## config.mk

```make
export PLATFORM = sky130hd
export DESIGN_NAME = clique_witness_transition_top
export DESIGN_NICKNAME = d
export VERILOG_FILES = /design/src/cwt_pkg.sv /design/src/cwt_stats.sv /design/src/cwt_eval.sv /design/src/clique_witness_transition_top.sv
export SDC_FILE = /design/constraint.sdc
export NUM_CORES = 1
export LEC_CHECK = 0
export BUFFER_PORTS_ARGS = -buffer_cell sky130_fd_sc_hd__buf_2
export CORE_ASPECT_RATIO = 0.8
export CORE_MARGIN = 3
export CORE_UTILIZATION = 28
export DETAILED_ROUTE_END_ITERATION = 12
export MAX_ROUTING_LAYER = met4
export PLACE_DENSITY = 0.43
export SETUP_SLACK_MARGIN = 0.15
export SYNTH_ARGS = -nofsm -noshare
export SYNTH_HDL_FRONTEND = slang
export SYNTH_HIERARCHICAL = 1
export SYNTH_SLANG_ARGS = --single-unit
```

## constraint.sdc

```tcl
create_clock -name clk -period 15.64 [get_ports clk]
set_clock_uncertainty 0.15 [all_clocks]
set_input_delay 1.564 -clock clk [delete_from_list [all_inputs] [get_ports clk]]
set_output_delay 1.564 -clock clk [all_outputs]
set_load 0.1 [all_outputs]
```

## src/cwt_pkg.sv

```systemverilog
`default_nettype none
// ----------------------------------------------------------------------------
// Clique witness transition package
// Shared types, command codes and small label and pair helper functions.
// ----------------------------------------------------------------------------
package cwt_pkg;

	localparam int LABEL_SLOTS = 8;
	localparam int MAX_LABELS  = 8;
	localparam int EDGE_BITS   = 28;

	localparam logic [1:0] CMD_INTRO_VERTEX = 2'd0;
	localparam logic [1:0] CMD_INTRO_EDGE   = 2'd1;
	localparam logic [1:0] CMD_FORGET       = 2'd2;
	localparam logic [1:0] CMD_JOIN         = 2'd3;

	typedef logic [EDGE_BITS-1:0] edges_t;

	typedef struct packed {
		logic [1:0] command;
		logic [2:0] vertex_a;
		logic [2:0] vertex_b;
		logic       found_a;
		edges_t     edges_a;
		logic       found_b;
		edges_t     edges_b;
	} cwt_item_t;

	typedef struct packed {
		logic   witness_valid;
		logic   found_out;
		edges_t edges_out;
		logic   loop_error;
	} cwt_result_t;

	typedef struct packed {
		logic [LABEL_SLOTS-1:0] vset;
		logic [3:0]             nv;
		logic [4:0]             ne;
		logic [3:0]             nbr_cnt;
	} cwt_stats_t;

	function automatic logic [4:0] pair_index(logic [2:0] a, logic [2:0] b);
		logic [2:0] lo;
		logic [2:0] hi;
		logic [4:0] base;
		lo = (a < b) ? a : b;
		hi = (a < b) ? b : a;
		case (hi)
			3'd0:    base = 5'd0;
			3'd1:    base = 5'd0;
			3'd2:    base = 5'd1;
			3'd3:    base = 5'd3;
			3'd4:    base = 5'd6;
			3'd5:    base = 5'd10;
			3'd6:    base = 5'd15;
			3'd7:    base = 5'd21;
			default: base = 5'd0;
		endcase
		return base + {2'b00, lo};
	endfunction

	function automatic logic label_ok(logic [2:0] v);
		return int'(v) < MAX_LABELS;
	endfunction

	function automatic edges_t usable_mask();
		edges_t m;
		m = '0;
		for (int j = 1; j < LABEL_SLOTS; j++) begin
			for (int i = 0; i < j; i++) begin
				if (j < MAX_LABELS) begin
					m[pair_index(3'(i), 3'(j))] = 1'b1;
				end
			end
		end
		return m;
	endfunction

	function automatic logic [4:0] full_edges(logic [3:0] k);
		case (k)
			4'd2:    return 5'd1;
			4'd3:    return 5'd3;
			4'd4:    return 5'd6;
			4'd5:    return 5'd10;
			4'd6:    return 5'd15;
			4'd7:    return 5'd21;
			4'd8:    return 5'd28;
			default: return 5'd0;
		endcase
	endfunction

endpackage
`default_nettype wire

```

## src/cwt_stats.sv

```systemverilog
`default_nettype none
// ----------------------------------------------------------------------------
// Clique witness statistics
// Vertex set, vertex count, edge count and neighbor count of one edge bitmap.
// ----------------------------------------------------------------------------
module cwt_stats (
	input  wire cwt_pkg::edges_t     edges,
	input  wire logic [2:0]          vertex,
	output cwt_pkg::cwt_stats_t      stats
);

	logic [cwt_pkg::LABEL_SLOTS-1:0][cwt_pkg::LABEL_SLOTS-1:0] adj;
	logic [cwt_pkg::LABEL_SLOTS-1:0] row;

	always_comb begin
		adj = '0;
		for (int j = 1; j < cwt_pkg::LABEL_SLOTS; j++) begin
			for (int i = 0; i < j; i++) begin
				adj[i][j] = edges[cwt_pkg::pair_index(3'(i), 3'(j))];
				adj[j][i] = edges[cwt_pkg::pair_index(3'(i), 3'(j))];
			end
		end
	end

	assign row = adj[vertex];

	always_comb begin
		stats = '0;
		for (int v = 0; v < cwt_pkg::LABEL_SLOTS; v++) begin
			stats.vset[v] = |adj[v];
		end
		stats.nv      = 4'($countones(stats.vset));
		stats.ne      = 5'($countones(edges));
		stats.nbr_cnt = 4'($countones(row));
	end

endmodule
`default_nettype wire

```

## src/cwt_eval.sv

```systemverilog
`default_nettype none
// ----------------------------------------------------------------------------
// Clique witness transition evaluator
// Computes the successor witness of one registered transaction.
// ----------------------------------------------------------------------------
module cwt_eval (
	input  wire cwt_pkg::cwt_item_t  item,
	input  wire logic [3:0]          clique_size,
	output cwt_pkg::cwt_result_t     result
);

	cwt_pkg::edges_t     ea;
	cwt_pkg::edges_t     eb;
	cwt_pkg::edges_t     sel_edges;
	cwt_pkg::edges_t     edge_bit;
	cwt_pkg::cwt_stats_t st;
	logic [3:0]          k;
	logic [4:0]          full;
	logic [4:0]          nv5;
	logic [4:0]          k5;
	logic [5:0]          ne_next;
	logic [4:0]          after;
	logic [3:0]          nbr;
	logic                ina;
	logic                inb;
	logic                grow;

	assign ea = item.edges_a & cwt_pkg::usable_mask();
	assign eb = item.edges_b & cwt_pkg::usable_mask();
	assign sel_edges = (item.command == cwt_pkg::CMD_JOIN) ? (ea | eb) : ea;

	cwt_stats u_stats (
		.edges  (sel_edges),
		.vertex (item.vertex_a),
		.stats  (st)
	);

	assign k = (clique_size < 4'd2) ? 4'd2 : ((clique_size > 4'd8) ? 4'd8 : clique_size);
	assign full = cwt_pkg::full_edges(k);
	assign nv5 = {1'b0, st.nv};
	assign k5 = {1'b0, k};
	assign edge_bit = cwt_pkg::edges_t'(1) << cwt_pkg::pair_index(item.vertex_a, item.vertex_b);
	assign ina = st.vset[item.vertex_a];
	assign inb = st.vset[item.vertex_b];
	assign ne_next = {1'b0, st.ne} + 6'd1;
	assign nbr = cwt_pkg::label_ok(item.vertex_a) ? st.nbr_cnt : 4'd0;

	always_comb begin
		grow  = 1'b1;
		after = nv5;
		if (ina && inb) begin
			after = nv5;
		end else if ((ina || inb) && (nv5 < k5)) begin
			after = nv5 + 5'd1;
		end else if (!ina && !inb && ((nv5 + 5'd1) < k5)) begin
			after = nv5 + 5'd2;
		end else begin
			grow = 1'b0;
		end
	end

	always_comb begin
		result = '0;
		case (item.command)
			cwt_pkg::CMD_INTRO_VERTEX: begin
				result.witness_valid = 1'b1;
				result.found_out     = item.found_a;
				result.edges_out     = item.found_a ? '0 : ea;
			end
			cwt_pkg::CMD_INTRO_EDGE: begin
				if (item.found_a) begin
					result.witness_valid = 1'b1;
					result.found_out     = 1'b1;
				end else if (item.vertex_a == item.vertex_b) begin
					result.loop_error = 1'b1;
				end else if (!cwt_pkg::label_ok(item.vertex_a)
						|| !cwt_pkg::label_ok(item.vertex_b)) begin
					result = '0;
				end else if ((ea & edge_bit) != '0) begin
					result.witness_valid = 1'b1;
					result.edges_out     = ea;
				end else if (grow) begin
					result.witness_valid = 1'b1;
					if ((after == k5) && (ne_next == {1'b0, full})) begin
						result.found_out = 1'b1;
					end else begin
						result.edges_out = ea | edge_bit;
					end
				end
			end
			cwt_pkg::CMD_FORGET: begin
				if (item.found_a) begin
					result.witness_valid = 1'b1;
					result.found_out     = 1'b1;
				end else if ((nbr == (k - 4'd1)) || (nbr == 4'd0)) begin
					result.witness_valid = 1'b1;
					result.edges_out     = ea;
				end
			end
			cwt_pkg::CMD_JOIN: begin
				if (item.found_a || item.found_b) begin
					result.witness_valid = 1'b1;
					result.found_out     = 1'b1;
				end else if ((st.nv == k) && (st.ne == full)) begin
					result.witness_valid = 1'b1;
					result.found_out     = 1'b1;
				end else if ((st.nv <= k) && (st.ne != full)) begin
					result.witness_valid = 1'b1;
					result.edges_out     = sel_edges;
				end
			end
			default: begin
				result = '0;
			end
		endcase
	end

endmodule
`default_nettype wire

```

## src/clique_witness_transition_top.sv

```systemverilog
`default_nettype none
// ----------------------------------------------------------------------------
// Clique witness transition
// One tree-decomposition step of a clique search: successor witness or reject.
//
// Channel   Handshake          Payload
// config    cfg_we             cfg_wdata (clique size k)
// command   start / busy       item
// result    done               result
//
// A transaction is accepted at every clock edge where start is high; busy is
// always low. Results appear on done one per cycle, after the input register
// and the result register. Reset clears the pipeline valid flags and loads
// clique size 3. The receiver cannot stall, so no result is ever held back.
// ----------------------------------------------------------------------------
module clique_witness_transition_top (
	input  wire logic                 clk,
	input  wire logic                 arst_n,
	input  wire logic                 cfg_we,
	input  wire logic [3:0]           cfg_wdata,
	input  wire logic                 start,
	output logic                      busy,
	input  wire cwt_pkg::cwt_item_t   item,
	output logic                      done,
	output cwt_pkg::cwt_result_t      result
);

	logic [3:0]           clique_size_q;
	logic                 valid_s1;
	cwt_pkg::cwt_item_t   item_s1;
	cwt_pkg::cwt_result_t eval_res;
	logic                 done_s2;
	cwt_pkg::cwt_result_t result_s2;

	assign busy = 1'b0;

	always_ff @(posedge clk or negedge arst_n) begin
		if (!arst_n) begin
			clique_size_q <= 4'd3;
		end else if (cfg_we) begin
			clique_size_q <= cfg_wdata;
		end
	end

	always_ff @(posedge clk or negedge arst_n) begin
		if (!arst_n) begin
			valid_s1 <= 1'b0;
			done_s2  <= 1'b0;
		end else begin
			valid_s1 <= start && !busy;
			done_s2  <= valid_s1;
		end
	end

	always_ff @(posedge clk) begin
		if (start && !busy) begin
			item_s1 <= item;
		end
		if (valid_s1) begin
			result_s2 <= eval_res;
		end
	end

	cwt_eval u_eval (
		.item        (item_s1),
		.clique_size (clique_size_q),
		.result      (eval_res)
	);

	assign done   = done_s2;
	assign result = result_s2;

endmodule
`default_nettype wire
```

==> results.md <==
- Dpl ws: 7.691 ns
- Fmax: 0.1257 GHz
- Final weighted congestion in routability-driven placement: 0.8796
- CTS Buffer Depth: 2
- Clock transition at path regs: around 0.08 ns
- Count of pins over their slew limit: 0
- Commonest cells after routing, fill and taps aside: buf_2, edfxtp_1, inv_1
- Grt total ovfl: 0
- Distinct cells, synth: 76
- Post-synth EDFFs: just under 100
- # rows: 54
- Port Buffers: 105
- Gates resized, CTS repair: 0
- Leakage: 3.986 nW
- Number of CTS-inserted buffers: 9
- Reg2reg path depth: 26
- RR Startpoint: item_s1[65]$_DFFE_PP_
- Width of the die: 194.4 um
- Share of post-route cells with drive strength above 1: 0.2085
- Max Cap Viol: 0
- Largest stage delay, worst path: slightly above 0.7 ns
- Hold path startpoint: clique_size_q[0]$_DFFE_PN1P_
- CTS sink count: 103
- Largest net degree at the start of global routing: 63
- Vias in the first global route: a little over 6,000
- Syn Area/Cell: 10.70 um^2
- R2r endpoint: result[4]$_DFFE_PP_
- Worst VDD drop: roughly 0.38 mV
- Synth Register Bits: ~100
- Post-synth ARST share: 0.05825
- WHS Path Cells: 1
- Tcrit/Tclk final: 0.5085
- DR vias: 6,040
- Wire per inst: about 20 um
- Pre-Repair DR Iteration Count: 5
- DRC: 0
- Commonest non-fill, non-tap cell in the layout: buf_2
- Sequential area share after synthesis: 0.3855
- Reg2reg setup slack: just under 8 ns
- Critical Path AT: 7.98 ns
- Iter 0 DRT Violations: 557
- Syn. warnings: 6
- Final Setup Violations: 0
- Num ports: about 110
- Detailed Place HPWL: 18.92 mm
- Main synth FF type: edfxtp_1
- Pwr per Cell Area: 228.1 nW/um^2
- Die area: 30,470 um^2
- Crit start category: flip-flop
- Worst Setup SP: item_s1[65]$_DFFE_PP_
- Post-synth net total: 910
- First-pass GRT wire length: 37.02 mm
- Ant. Diodes: 0
- Initial Util: 0.2877
- Relative slew slack: 0.2576
- Fin. Hold Viols: 0
- Global Route Usage Sum: 0.1627
- Outcome: finished clean
- Final antenna-violating net count: 0
- Hold Buf Count CTS: 0
- Initial antenna violation count: 0
- Final WS setup: just under 8 ns
- CTS tree: yes
- Slowest cell on crit path: a211oi_4
- Max FO, Critical Path: 19
- Clk Latency, worst-skew pair: 0.36 ns
- H-tree levels: 3
- Setup tns final: 0 ns
- Detailed-route vias per instance: 5.000
- Hold EP: clique_size_q[0]$_DFFE_PN1P_
- Post-Route WL: 23.87 mm
- Crit Path Category: reg2reg
- Synthesized area: 7951 um^2
- Nets: 1,006
- Cell count after synthesis: approximately 740
- Die Span Y: 156.7 um
- Core Area: roughly 28,000 um^2
- Layout area overhead: 14.27%
- Worst EP required: 15.67 ns
- Root Buffer: clkbuf_16
- Worst hold path class: reg2reg
- CP Capture Type: flip-flop
- Clock period minus final worst setup slack: 7.953 ns
- Measured slew at the worst slew-check pin: 1.110 ns
- Unrepaired setup endpoints after global routing: no
- Total setup buffers inserted after CTS: 0
worst max path at each step:
stage	endpoint	slack, ns	cells after the start
floorplan	result[9]$_DFFE_PP_	8.61	28
global placement	result[4]$_DFFE_PP_	7.82	26
detailed placement	result[4]$_DFFE_PP_	7.69	26
CTS	result[4]$_DFFE_PP_	7.65	26
global route	result[8]$_DFFE_PP_	7.05	26
finish	result[4]$_DFFE_PP_	7.69	26
critical path, delay by kind of cell (launching register included):
family | cells | cell delay, ns
flip-flops | 1 | 0.64
adder cells (fa/ha/maj) | 7 | 3.00
AO/OA/AOI/OAI | 7 | 1.94
XOR/XNOR | 2 | 0.53
multiplexers | 1 | 0.36
buffers and inverters | 6 | 0.57
AND/OR/NAND/NOR | 3 | 0.55
power breakdown:
| part | total [mW] | leakage, nW | internal [mW] | switching, mW |
|---|---|---|---|---|
| Clock | 0.213 | 0.134 | 0.110 | 0.103 |
| Combinational | 1.50 | 2.82 | 0.598 | 0.899 |
| Sequential | 0.362 | 1.03 | 0.341 | 0.0212 |
per-stage QoR:
| stage | instances | power (mW) | hold slack [ns] | utilization | area, um^2 |
|---|---|---|---|---|---|
| after global placement | 1192 | 1.864 | 0.4603 | 0.3186 | 8803 |
| final | 1208 | 2.072 | 0.4727 | 0.3288 | 9086 |
| after floorplan | 743 | 1.566 | 0.3319 | - | 7951 |
| after global routing | 1208 | 2.284 | 0.4941 | 0.3288 | 9086 |
| after detailed placement | 1192 | 1.855 | 0.4641 | 0.3186 | 8803 |
| after CTS | 1208 | 2.082 | 0.4739 | 0.3288 | 9086 |
metal layers:
metal / vias to the layer above / track usage / part of all wire / wire length, um
li1: 2887 / - / - / -
met1: 2941 / 0.2517 / 0.53 / 12580
met2: 197 / 0.2216 / 0.40 / 9631
met3: 15 / 0.03229 / 0.064 / 1523
met4: 0 / 0.02324 / 0.0057 / 136
met5: - / - / 0 / 0
cells by family after synthesis:
group | synth area share
other | 0.0004716
buffers and inverters | 0.06782
xor gates and xnor gates | 0.02533
adders and majority gates | 0.1756
AOI/OAI and AO/OA | 0.1440
and+or+nand+nor | 0.1300
muxes | 0.07128
DFF | 0.3855
synth_stat cells, types with 4 or more instances:
cell | n | area, um^2
edfxtp_1 | 97 | 2913
inv_1 | 92 | 345.3
ha_1 | 62 | 775.7
nand2_1 | 47 | 176.4
fa_1 | 31 | 620.6
o21ai_0 | 29 | 145.1
a21o_1 | 28 | 210.2
nor2_1 | 25 | 93.84
mux2i_1 | 23 | 230.2
nand3_1 | 22 | 110.1
and3_1 | 18 | 112.6
nor3_1 | 18 | 90.09
a21oi_1 | 16 | 80.08
xnor2_1 | 16 | 140.1
a31oi_1 | 15 | 93.84
mux2_2 | 14 | 157.7
or2_2 | 13 | 81.33
o21a_1 | 11 | 82.58
nor2b_1 | 10 | 62.56
o21ai_1 | 10 | 50.05
o41ai_1 | 10 | 87.58
clkbuf_1 | 9 | 33.78
nor4_1 | 9 | 56.30
a41oi_1 | 8 | 70.07
xor2_1 | 7 | 61.31
a221oi_1 | 6 | 52.55
buf_2 | 6 | 30.03
buf_6 | 5 | 56.30
nand2b_1 | 5 | 31.28
nand3b_1 | 5 | 37.54
dfrtp_1 | 4 | 100.1
o211ai_1 | 4 | 30.03
sequential cells by signal, indices dropped and copies added, names as in the netlist:
register,flops
item_s1,66
done,1
valid_s1,1
result,31
clique_size_q,4
cell type report:
type | instances | area, um^2
Fill cell | 2856 | 18550
Multi-Input combinational cell | 520 | 4352
Sequential cell | 103 | 3065
Timing Repair Buffer | 113 | 585.6
Tap cell | 364 | 455.4
Inverter | 92 | 345.3
Clock buffer | 9 | 225.2
Clock inverter | 7 | 57.56
Power figures use the tool's default switching activity.
